## src/hw/rtl/hrb_pkg.sv

```systemverilog
// Shared types for the hex record parser: result words and the push bundle into the result queue.
package hrb_pkg;

    localparam int unsigned QUEUE_DEPTH = 4;
    localparam int unsigned LEVEL_W     = $clog2(QUEUE_DEPTH + 1);

    typedef struct packed {
        logic        kind;
        logic [31:0] byte_offset;
        logic [7:0]  data_value;
        logic [31:0] start_address;
        logic        success;
        logic        last_of_run;
    } result_t;

    // Up to two result words are produced by one character.
    typedef struct packed {
        logic [1:0] count;
        result_t    first;
        result_t    second;
    } push_t;

endpackage

```

## src/hw/rtl/hrb_in_if.sv

```systemverilog
// Channel interfaces for the hex record parser: text characters in, result words out.
interface hrb_in_if;
    logic       valid;
    logic       ready;
    logic [7:0] text_char;
    logic       end_of_text;

    modport source (output valid, output text_char, output end_of_text, input ready);
    modport sink (input valid, input text_char, input end_of_text, output ready);
endinterface

interface hrb_out_if;
    logic        valid;
    logic        ready;
    logic        kind;
    logic [31:0] byte_offset;
    logic [7:0]  data_value;
    logic [31:0] start_address;
    logic        success;
    logic        last_of_run;

    modport source (output valid, output kind, output byte_offset, output data_value,
                    output start_address, output success, output last_of_run,
                    input ready);
    modport sink (input valid, input kind, input byte_offset, input data_value,
                  input start_address, input success, input last_of_run,
                  output ready);
endinterface

```

## src/hw/rtl/hrb_core.sv

```systemverilog
// Character register, line parser state and per-character decode logic.
module hrb_core (
    input  logic           clk,
    input  logic           rst_n,
    input  logic           in_valid,
    output logic           in_ready,
    input  logic [7:0]     in_char,
    input  logic           in_eot,
    input  logic           room,
    output hrb_pkg::push_t push
);
    import hrb_pkg::*;

    localparam logic [7:0] CHAR_LF    = 8'h0A;
    localparam logic [7:0] CHAR_COLON = 8'h3A;
    localparam logic [7:0] REC_DATA   = 8'h00;
    localparam logic [7:0] REC_END    = 8'h01;
    localparam logic [7:0] REC_EXT    = 8'h04;

    typedef enum logic [2:0] {
        PH_WAIT, PH_HEAD, PH_DHI, PH_DLO_OK, PH_DLO_BAD, PH_EXT, PH_SKIP
    } phase_t;

    function automatic logic [4:0] hex_decode(input logic [7:0] c);
        logic [7:0] t;
        begin
            t = 8'h00;
            if (c >= 8'h30 && c <= 8'h39) t = c - 8'h30;
            else if (c >= 8'h41 && c <= 8'h46) t = c - 8'h37;
            else if (c >= 8'h61 && c <= 8'h66) t = c - 8'h57;
            return {(c >= 8'h30 && c <= 8'h39) || (c >= 8'h41 && c <= 8'h46)
                    || (c >= 8'h61 && c <= 8'h66), t[3:0]};
        end
    endfunction

    function automatic logic is_space(input logic [7:0] c);
        return (c == 8'h20) || (c >= 8'h09 && c <= 8'h0D);
    endfunction

    // Input character register
    logic       ivalid_reg;
    logic [7:0] char_reg;
    logic       eot_reg;
    logic       go;

    // Parser state
    phase_t      phase_reg, phase_next;
    logic [7:0]  pos_reg, pos_next;
    logic [7:0]  len_reg, len_next;
    logic [15:0] off_reg, off_next;
    logic [15:0] acc_reg, acc_next;
    logic [3:0]  nib_reg, nib_next;
    logic [31:0] upper_reg, upper_next;
    logic [31:0] first_reg, first_next;
    logic        seen_reg, seen_next;
    logic        placed_reg, placed_next;
    logic        fin_reg, fin_next;
    logic [31:0] base_reg, base_next;

    logic [4:0]  hx;
    logic [15:0] acc_shift;
    logic [7:0]  pos_inc;
    logic [8:0]  pos_wide;
    logic        emit_data;
    logic        emit_sum;
    result_t     data_word;
    result_t     sum_word;

    assign go       = ivalid_reg && room;
    assign in_ready = !ivalid_reg || room;

    always_ff @(posedge clk or negedge rst_n)
    begin
        if (!rst_n)
        begin
            ivalid_reg <= 1'b0;
        end
        else if (in_ready)
        begin
            ivalid_reg <= in_valid;
        end
    end

    always_ff @(posedge clk)
    begin
        if (in_ready && in_valid)
        begin
            char_reg <= in_char;
            eot_reg  <= in_eot;
        end
    end

    assign hx        = hex_decode(char_reg);
    assign acc_shift = {acc_reg[11:0], hx[3:0]};
    assign pos_inc   = pos_reg + 8'd1;
    assign pos_wide  = {1'b0, pos_reg} + 9'd1;

    always_comb
    begin
        phase_next  = phase_reg;
        pos_next    = pos_reg;
        len_next    = len_reg;
        off_next    = off_reg;
        acc_next    = acc_reg;
        nib_next    = nib_reg;
        upper_next  = upper_reg;
        first_next  = first_reg;
        seen_next   = seen_reg;
        placed_next = placed_reg;
        fin_next    = fin_reg;
        base_next   = base_reg;
        emit_data   = 1'b0;
        emit_sum    = 1'b0;

        if (go && !fin_reg)
        begin
            if (char_reg == CHAR_LF)
            begin
                if (phase_reg == PH_EXT)
                    upper_next = {acc_reg, 16'h0000};
                phase_next = PH_WAIT;
            end
            else
            begin
                unique case (phase_reg)
                    PH_WAIT:
                    begin
                        if (!is_space(char_reg))
                        begin
                            if (char_reg == CHAR_COLON)
                            begin
                                phase_next = PH_HEAD;
                                pos_next   = 8'd0;
                                acc_next   = 16'h0000;
                            end
                            else
                            begin
                                phase_next = PH_SKIP;
                            end
                        end
                    end
                    PH_HEAD:
                    begin
                        if (!hx[4])
                        begin
                            phase_next = PH_SKIP;
                        end
                        else
                        begin
                            acc_next = acc_shift;
                            pos_next = pos_inc;
                            if (pos_inc == 8'd2)
                            begin
                                len_next = acc_shift[7:0];
                                acc_next = 16'h0000;
                            end
                            else if (pos_inc == 8'd6)
                            begin
                                off_next = acc_shift;
                                acc_next = 16'h0000;
                            end
                            else if (pos_inc == 8'd8)
                            begin
                                acc_next = 16'h0000;
                                pos_next = 8'd0;
                                if (acc_shift[7:0] == REC_DATA)
                                begin
                                    // The first data record fixes the origin of all offsets.
                                    if (!seen_reg)
                                    begin
                                        first_next = upper_reg + {16'h0000, off_reg};
                                        seen_next  = 1'b1;
                                        base_next  = 32'h0000_0000;
                                    end
                                    else
                                    begin
                                        base_next = upper_reg + {16'h0000, off_reg} - first_reg;
                                    end
                                    phase_next = (len_reg != 8'd0) ? PH_DHI : PH_SKIP;
                                end
                                else if (acc_shift[7:0] == REC_END)
                                begin
                                    phase_next = PH_SKIP;
                                    emit_sum   = 1'b1;
                                end
                                else if (acc_shift[7:0] == REC_EXT)
                                begin
                                    phase_next = PH_EXT;
                                end
                                else
                                begin
                                    phase_next = PH_SKIP;
                                end
                            end
                        end
                    end
                    PH_DHI:
                    begin
                        nib_next   = hx[4] ? hx[3:0] : nib_reg;
                        phase_next = hx[4] ? PH_DLO_OK : PH_DLO_BAD;
                    end
                    PH_DLO_OK, PH_DLO_BAD:
                    begin
                        if (phase_reg == PH_DLO_OK && hx[4])
                        begin
                            emit_data   = 1'b1;
                            placed_next = 1'b1;
                        end
                        pos_next   = pos_wide[7:0];
                        phase_next = (pos_wide >= {1'b0, len_reg}) ? PH_SKIP : PH_DHI;
                    end
                    PH_EXT:
                    begin
                        if (hx[4])
                        begin
                            acc_next = acc_shift;
                            pos_next = pos_inc;
                            if (pos_inc >= 8'd4)
                            begin
                                upper_next = {acc_shift, 16'h0000};
                                phase_next = PH_SKIP;
                            end
                        end
                        else
                        begin
                            upper_next = is_space(char_reg) ? {acc_reg, 16'h0000} : 32'h0;
                            phase_next = PH_SKIP;
                        end
                    end
                    PH_SKIP:
                    begin
                        phase_next = PH_SKIP;
                    end
                    default:
                    begin
                        phase_next = PH_SKIP;
                    end
                endcase
            end

            if (eot_reg)
            begin
                emit_sum   = 1'b1;
                phase_next = PH_WAIT;
            end
            if (emit_sum)
                fin_next = 1'b1;
        end
    end

    always_ff @(posedge clk or negedge rst_n)
    begin
        if (!rst_n)
        begin
            phase_reg  <= PH_WAIT;
            pos_reg    <= 8'd0;
            len_reg    <= 8'd0;
            off_reg    <= 16'h0000;
            acc_reg    <= 16'h0000;
            nib_reg    <= 4'h0;
            upper_reg  <= 32'h0;
            first_reg  <= 32'h0;
            seen_reg   <= 1'b0;
            placed_reg <= 1'b0;
            fin_reg    <= 1'b0;
            base_reg   <= 32'h0;
        end
        else
        begin
            phase_reg  <= phase_next;
            pos_reg    <= pos_next;
            len_reg    <= len_next;
            off_reg    <= off_next;
            acc_reg    <= acc_next;
            nib_reg    <= nib_next;
            upper_reg  <= upper_next;
            first_reg  <= first_next;
            seen_reg   <= seen_next;
            placed_reg <= placed_next;
            fin_reg    <= fin_next;
            base_reg   <= base_next;
        end
    end

    always_comb
    begin
        data_word.kind          = 1'b0;
        data_word.byte_offset   = base_reg + {24'h000000, pos_reg};
        data_word.data_value    = {nib_reg, hx[3:0]};
        data_word.start_address = 32'h0;
        data_word.success       = 1'b0;
        data_word.last_of_run   = !emit_sum;

        sum_word.kind          = 1'b1;
        sum_word.byte_offset   = 32'h0;
        sum_word.data_value    = 8'h00;
        sum_word.start_address = placed_next ? first_next : 32'h0;
        sum_word.success       = placed_next;
        sum_word.last_of_run   = 1'b1;

        push.count  = {1'b0, emit_data} + {1'b0, emit_sum};
        push.first  = emit_data ? data_word : sum_word;
        push.second = sum_word;
    end

endmodule

```

## src/hw/rtl/hrb_queue.sv

```systemverilog
// Four-word result queue that takes up to two words per cycle and hands out one per cycle while out_ready is high.
module hrb_queue (
    input  logic                    clk,
    input  logic                    rst_n,
    input  hrb_pkg::push_t          push,
    output logic                    room,
    output logic [hrb_pkg::LEVEL_W-1:0] level,
    output logic                    out_valid,
    input  logic                    out_ready,
    output hrb_pkg::result_t        out_word
);
    import hrb_pkg::*;

    localparam int unsigned PTR_W = $clog2(QUEUE_DEPTH);

    result_t            mem [QUEUE_DEPTH];
    logic [PTR_W-1:0]   wr_ptr_reg;
    logic [PTR_W-1:0]   rd_ptr_reg;
    logic [LEVEL_W-1:0] level_reg;
    logic               pop;

    assign level     = level_reg;
    assign out_valid = level_reg != '0;
    assign pop       = out_valid && out_ready;
    assign room      = level_reg <= LEVEL_W'(QUEUE_DEPTH - 2);
    assign out_word  = mem[rd_ptr_reg];

    always_ff @(posedge clk)
    begin
        if (push.count != 2'd0)
            mem[wr_ptr_reg] <= push.first;
        if (push.count == 2'd2)
            mem[wr_ptr_reg + PTR_W'(1)] <= push.second;
    end

    always_ff @(posedge clk or negedge rst_n)
    begin
        if (!rst_n)
        begin
            wr_ptr_reg <= '0;
            rd_ptr_reg <= '0;
            level_reg  <= '0;
        end
        else
        begin
            wr_ptr_reg <= wr_ptr_reg + PTR_W'(push.count);
            if (pop)
                rd_ptr_reg <= rd_ptr_reg + PTR_W'(1);
            level_reg <= level_reg + LEVEL_W'(push.count) - LEVEL_W'(pop);
        end
    end

endmodule

```

## src/hw/rtl/hex_record_to_binary_parser.sv

```systemverilog
// Top level of the hex record parser: character stage, parser and result queue.
//
// text_in takes one ASCII character of an Intel HEX file per word, with
// end_of_text marking the last one. result_out gives one word per decoded
// data byte (kind 0, offset from the first data record's address) and one
// summary word (kind 1) when an end record or the end of text is seen.
// The last word caused by a character carries last_of_run.
// A character is registered on acceptance and decoded from that register,
// once the queue has room, straight into a four-word result queue that
// drives result_out. One character is taken per cycle as long as the queue
// has room for two words; a character can yield two words, so the sustained
// rate is one word per cycle, set by the queue's single read port. When
// result_out stalls, the queue fills and text_in drops ready once fewer than
// two entries are free while a character is waiting in the input register.
// Reset clears the parser to wait for a line start and empties the queue.
// After the summary every further character is accepted and dropped.
module hex_record_to_binary_parser (
    input  logic      clk,
    input  logic      rst_n,
    hrb_in_if.sink    text_in,
    hrb_out_if.source result_out
);
    import hrb_pkg::*;

    push_t              push;
    logic               room;
    logic [LEVEL_W-1:0] level;
    result_t            out_word;

    hrb_core u_core (
        .clk      (clk),
        .rst_n    (rst_n),
        .in_valid (text_in.valid),
        .in_ready (text_in.ready),
        .in_char  (text_in.text_char),
        .in_eot   (text_in.end_of_text),
        .room     (room),
        .push     (push)
    );

    hrb_queue u_queue (
        .clk       (clk),
        .rst_n     (rst_n),
        .push      (push),
        .room      (room),
        .level     (level),
        .out_valid (result_out.valid),
        .out_ready (result_out.ready),
        .out_word  (out_word)
    );

    assign result_out.kind          = out_word.kind;
    assign result_out.byte_offset   = out_word.byte_offset;
    assign result_out.data_value    = out_word.data_value;
    assign result_out.start_address = out_word.start_address;
    assign result_out.success       = out_word.success;
    assign result_out.last_of_run   = out_word.last_of_run;

`ifndef SYNTHESIS
    // The queue never overfills.
    assert property (@(posedge clk) disable iff (!rst_n)
        push.count != 2'd0 |-> level <= LEVEL_W'(QUEUE_DEPTH - 2))
        else $error("result queue written without room");

    assert property (@(posedge clk) disable iff (!rst_n)
        level <= LEVEL_W'(QUEUE_DEPTH))
        else $error("result queue level out of range");

    // A second word from one character is always the closing summary.
    assert property (@(posedge clk) disable iff (!rst_n)
        push.count == 2'd2 |-> push.second.kind && push.second.last_of_run
                               && !push.first.kind && !push.first.last_of_run)
        else $error("bad ordering of a two-word run");

    // A summary word always closes its run.
    assert property (@(posedge clk) disable iff (!rst_n)
        result_out.valid && result_out.kind |-> result_out.last_of_run)
        else $error("summary word not marked last");
`endif

endmodule

```

## src/flat_wrapper.sv

```systemverilog
// flat-port wrapper written by rule: the top's interface ports become plain ports
module hex_record_to_binary_parser_flat import hrb_pkg::*;
  (clk, rst_n, text_in_valid, text_in_text_char, text_in_end_of_text, text_in_ready, result_out_valid, result_out_kind, result_out_byte_offset, result_out_data_value, result_out_start_address, result_out_success, result_out_last_of_run, result_out_ready);
  hrb_in_if text_in_i ();
  hrb_out_if result_out_i ();
  input  logic clk;
  input  logic rst_n;
  input wire logic [$bits(text_in_i.valid)-1:0] text_in_valid;
  input wire logic [$bits(text_in_i.text_char)-1:0] text_in_text_char;
  input wire logic [$bits(text_in_i.end_of_text)-1:0] text_in_end_of_text;
  output wire logic [$bits(text_in_i.ready)-1:0] text_in_ready;
  output wire logic [$bits(result_out_i.valid)-1:0] result_out_valid;
  output wire logic [$bits(result_out_i.kind)-1:0] result_out_kind;
  output wire logic [$bits(result_out_i.byte_offset)-1:0] result_out_byte_offset;
  output wire logic [$bits(result_out_i.data_value)-1:0] result_out_data_value;
  output wire logic [$bits(result_out_i.start_address)-1:0] result_out_start_address;
  output wire logic [$bits(result_out_i.success)-1:0] result_out_success;
  output wire logic [$bits(result_out_i.last_of_run)-1:0] result_out_last_of_run;
  input wire logic [$bits(result_out_i.ready)-1:0] result_out_ready;
  assign text_in_i.valid = text_in_valid;
  assign text_in_i.text_char = text_in_text_char;
  assign text_in_i.end_of_text = text_in_end_of_text;
  assign text_in_ready = text_in_i.ready;
  assign result_out_valid = result_out_i.valid;
  assign result_out_kind = result_out_i.kind;
  assign result_out_byte_offset = result_out_i.byte_offset;
  assign result_out_data_value = result_out_i.data_value;
  assign result_out_start_address = result_out_i.start_address;
  assign result_out_success = result_out_i.success;
  assign result_out_last_of_run = result_out_i.last_of_run;
  assign result_out_i.ready = result_out_ready;
  hex_record_to_binary_parser u_core (.clk(clk), .rst_n(rst_n), .text_in(text_in_i), .result_out(result_out_i));
endmodule
```

## config.mk

```make
export PLATFORM = sky130hd
export DESIGN_NAME = hex_record_to_binary_parser_flat
export DESIGN_NICKNAME = d
export VERILOG_FILES = /design/src/hw/rtl/hrb_pkg.sv /design/src/hw/rtl/hrb_in_if.sv /design/src/hw/rtl/hrb_core.sv /design/src/hw/rtl/hrb_queue.sv /design/src/hw/rtl/hex_record_to_binary_parser.sv /design/src/flat_wrapper.sv
export SDC_FILE = /design/constraint.sdc
export NUM_CORES = 1
export LEC_CHECK = 0
export BUFFER_PORTS_ARGS = -buffer_cell sky130_fd_sc_hd__clkbuf_2
export CORE_UTILIZATION = 45
export CTS_CLUSTER_DIAMETER = 50
export CTS_CLUSTER_SIZE = 30
export DETAILED_ROUTE_END_ITERATION = 6
export REMOVE_ABC_BUFFERS = 1
export SLEW_MARGIN = 20
export SYNTH_ARGS = -nofsm -noshare
export SYNTH_HDL_FRONTEND = slang
export SYNTH_SLANG_ARGS = --single-unit
export TNS_END_PERCENT = 20
```

## constraint.sdc

```tcl
create_clock -name clk -period 12.89 [get_ports clk]
set_input_delay 1.289 -clock clk [delete_from_list [all_inputs] [get_ports clk]]
set_output_delay 1.289 -clock clk [all_outputs]
set_load 0.02 [all_outputs]
```

======== Yosys cells after proc, flatten, opt, wreduce, memory -nomap -nowiden ========
Memories as Yosys holds them, arrays and structs flattened.
Cells that the tools add are included.
W data, S select, Z words.
word-level totals
  input port bits ......................... 13
  memories kept ........................... 1
  register bits after elaboration ......... 171
  output and inout bits ................... 77
  memory bits (writable) .................. 300
  word-level logic and storage cells ...... 181
memory list
  memory              depth  width  rd ports  clocked after Yosys merged registers in  wr ports  RTL line         text
  u_core.u_queue.mem  4      75     1         0                                        2         hrb_queue.sv:16  result_t mem [QUEUE_DEPTH];
cells by class
  multiplexer cells ....................... 77
  reductions and logical operators ........ 33
  magnitude comparators ................... 11
  bitwise logic cells ..................... 3
  add/subtract/negate cells ............... 14
  equality and inequality tests ........... 24
operator list
  kind                   count
  $mux W32               17
  $mux W16               7
  $mux W75               1
  $mux W8                7
  $pmux W16 S3           1
  $mux W3                14
  $add A32 B16 Y32       1
  $add A32 B8 Y32        1
  $pmux W8 S4            1
  $sub A32 B32 Y32       1
  $mux W1                23
  $eq A8 B3 Y1 const B   2
  $eq A8 B4 Y1 const B   2
  $eq A8 B6 Y1 const B   2
  $ge A8 B7 Y1 const B   2
  $le A8 B7 Y1 const B   2
  $ne A5 B5 Y1 const B   3
  $pmux W3 S5            1
  $reduce_and A7 Y1      2
  $mux W4                3
  $reduce_and A6 Y1      2
  $add A8 B1 Y9 const B  1
  $ge A9 B8 Y1           1
  $logic_and A1 B1 Y1    9
  other kinds (40)       56

======== Depth between registers and ports, before layout ========
  depth after elaboration ................. 21
  mapped depth ............................ 18
  gate-level depth less buffers ........... 18

======== Cells and area by module ========
A second synthesis with hierarchy kept.
unflattened totals
  cells, all modules ...................... 1901
  area total of the unflattened synthesis .. 25319.3 µm²
by module, submodules not included
  module     area each (µm²)  sequential area each (µm²)  times used  cells an instance
  hrb_queue  15240.9          9183.8                      1           765
  hrb_core   10078.4          3748.6                      1           1136

======== Worst setup path before layout ========
No wires, ideal clock.
  kind .................................... register to register
  start ................................... register u_core.u_core.char_reg[0]
  end ..................................... memory u_core.u_queue.mem[0][10] in the netlist's numbering, enable pin
  arrival ................................. 4.075 ns
  setup slack ............................. 8.426 ns
  clock period less this slack ............ 4.464 ns
  stages on the path, launching flop included .. 16
  setup time .............................. 0.389 ns
  path buffers ............................ 2
  data required time ...................... 12.501 ns
  cells stage by stage .................... edfxtp_1 inv_1 ha_1 inv_1 o311a_4 and3b_1 o22ai_1 nand4_1 o21ai_0 inv_1 ha_1 or3_1 clkbuf_1 and2_1 clkbuf_1 inv_1
RTL lines
  element                   RTL line         text
  start: declaration        hrb_core.sv:42   logic [7:0] char_reg;
  start signal: assignment  hrb_core.sv:88   char_reg <= in_char;
  end: declaration          hrb_queue.sv:16

==> metrics.txt <==
status=finished, violations left; failing checks=design-rule violations; synth top area cells=edfxtp_1, dfrtp_1, dfxtp_1, mux4_2, nand2_1; RSZ-0062 raised after global routing=false; num ports=90; Fin. Hold Viols=0; post-cts hold buffer count=0; count of flip-flops with a built-in enable after synthesis=141; Post-route DRC=9; via count=15200; Synth area leader=edfxtp_1; n_diodes=0; classification of the worst setup path=register to register; max-cap viol count=0; Placement Cell Area=22400 um^2; Yosys cell types=79; crit path cell chain=inv_1, ha_1, inv_1, o311a_4, and3b_1, o22ai_1, buf_4, nand4_1, o21ai_0, inv_1, ha_1, inv_1, nand2_1, nor2_1, nand2_1, o21ai_0; P per Cell Area=162 nW/um^2; Post-DRT Antenna Nets=0; worst setup margin=7720 ps; largest net degree at the start of global routing=84; Total GRT Usage=0.227; Post-synth top cells=nand2_1, nor2_1, o21ai_0, dfxtp_1, dfrtp_1; Lkg Pwr=9.59 nW; drt wl/cell=20.1 um; setup tns final=0 ps; CTS tree=done; ys flop type=dfxtp_1; port buffer count=89; first-pass detailed-route iteration total=7; data required time of the worst path=13370 ps; CTS sink count=455; CP dominant cell by count=inv_1; Die H=220 um; Initial Util=0.458; Final Setup Violations=0; average size of a mapped cell=10.8 um^2; YS warnings=0; initial antenna violation count=1; ys async rst share=0.321; max_slew headroom=0.350; most frequent cell after synthesis=nand2_1; pre-CTS setup slack=7740 ps; crit start category=register; placed insts=2598; P&R area growth vs syn=12.3%; fin crit period=5170 ps; Std-Cell Rows=79; period utilisation layout=0.401; Die X=220 um; clk root buf=clkbuf_16; DPL Wire Length=35.6 mm; Clk Latency, worst-skew pair=610 ps; Crit-path slowest cell=nand2_1; Critical Path AT=5640 ps; fmax=193 MHz; Layout Skew=35.2 ps; Overflow after GRT=0; Core ar.=46800 um^2; Critical Path Fanout Max=26; max reg flops=300; total power=3.90 mW; Hold Crit Class=register to register; full die area=48500 um^2; Non-Filler Cell Area, Final=24000 um^2; Longest Clk Path Bufs=3; vias in the first global route=15000; top cell type's share of synthesized area=0.198; Yosys reg bits=455; count of pins over their slew limit=0; # Post-CTS Setup Buffers=0; Post-Route WL=53.8 mm; first-pass GRT wire length=85.2 mm; drt initial violations=1007; H-tree depth=2; layout net count=2118; # resized after CTS=0; mapped cell area=21400 um^2; final std cells w/o fill=2685; post-synthesis sequential area ratio=0.525; Worst VDD drop=0.000118 V; RePlAce Congestion=0.886; Critical Path Max Stage Delay=670 ps; Worst-Margin Slew=974 ps; Post-Syn Instances=1986; Clk pin slew, worst setup/hold paths=60 ps; CP Capture Type=register; layout cells sized above 1=0.163; via-per-instance ratio=5.67; cts bufs inserted=47
[critical path, delay by kind of cell (launching register included)]
family / cells / cell delay [ps]
buffers and inverters: 5 / 730
AO/OA/AOI/OAI: 4 / 1520
flip-flops: 1 / 490
AND/OR/NAND/NOR: 5 / 1750
adder cells (fa/ha/maj): 2 / 540
[where the power goes]
part | total, mW | internal, mW | switching (mW)
Clock | 1.45 | 0.779 | 0.667
Sequential | 1.72 | 1.58 | 0.138
Combinational | 0.728 | 0.291 | 0.437
Total | 3.90 | 2.65 | 1.24
[final timing paths]
kind | from | to | slack, ps | depth (start not counted)
hold / removal | u_core.u_queue.mem[0][67]$_SDFFE_PP0P_ | u_core.u_queue.mem[0][67]$_SDFFE_PP0P_ | 450 | 2
min in group asynchronous | rst_n | u_core.u_core.ivalid_reg$_DFFE_PN0N_ | 740 | 1
hold reg to reg | u_core.u_queue.mem[0][67]$_SDFFE_PP0P_ | u_core.u_queue.mem[0][67]$_SDFFE_PP0P_ | 450 | 2
setup / recovery | u_core.u_core.char_reg[0]$_DFFE_PP_ | u_core.u_queue.mem[2][68]$_SDFFE_PP0P_ | 7720 | 16
max in group asynchronous | rst_n | u_core.u_core.first_reg[30]$_DFF_PN0_ | 10750 | 2
setup reg to reg | u_core.u_core.char_reg[0]$_DFFE_PP_ | u_core.u_queue.mem[2][68]$_SDFFE_PP0P_ | 7720 | 16
[cells in the final DEF, fill, tap and decap left out, drive strengths merged, types with 59 or more instances in the layout]
master / Yosys / layout
edfxtp: 141 / 141
nand2: 248 / 248
dfxtp: 168 / 168
ha: 62 / 62
clkbuf: 89 / 142
a22o: 59 / 59
o21ai: 181 / 181
nor2: 200 / 200
inv: 112 / 129
mux4: 75 / 75
a21oi: 132 / 132
dfrtp: 146 / 146
[metal layers]
metal	part of all wire	vias to the layer above	GRT usage
li1	-	7224	-
met1	0.46	7514	0.318
met2	0.47	392	0.369
met3	0.049	85	0.0291
met4	0.022	0	0.0685
met5	0	-	0
[logic make-up after synthesis]
| logic type | synth area share |
|---|---|
| compound gates | 0.154 |
| xor+xnor | 0.0266 |
| fa+ha+maj | 0.0390 |
| buf+inv | 0.0408 |
| flops | 0.525 |
| mux | 0.0911 |
| simple gates | 0.123 |
[per-stage QoR]
step	hold WS [ps]	util
finish	450	0.514
global route	472	0.514
CTS	454	0.514
detailed placement	439	0.479
global placement	428	0.479
floorplan	420	-
[cell type report]
class / instances / area, um^2
clock buffer: 54 / 1240
timing repair buffer: 111 / 617
inverter: 113 / 424
clock inverter: 33 / 423
fill: 4176 / 22700
sequential: 455 / 11300
tap: 607 / 759
multi-input combinational: 1312 / 9320
Power figures use the tool's default switching activity.
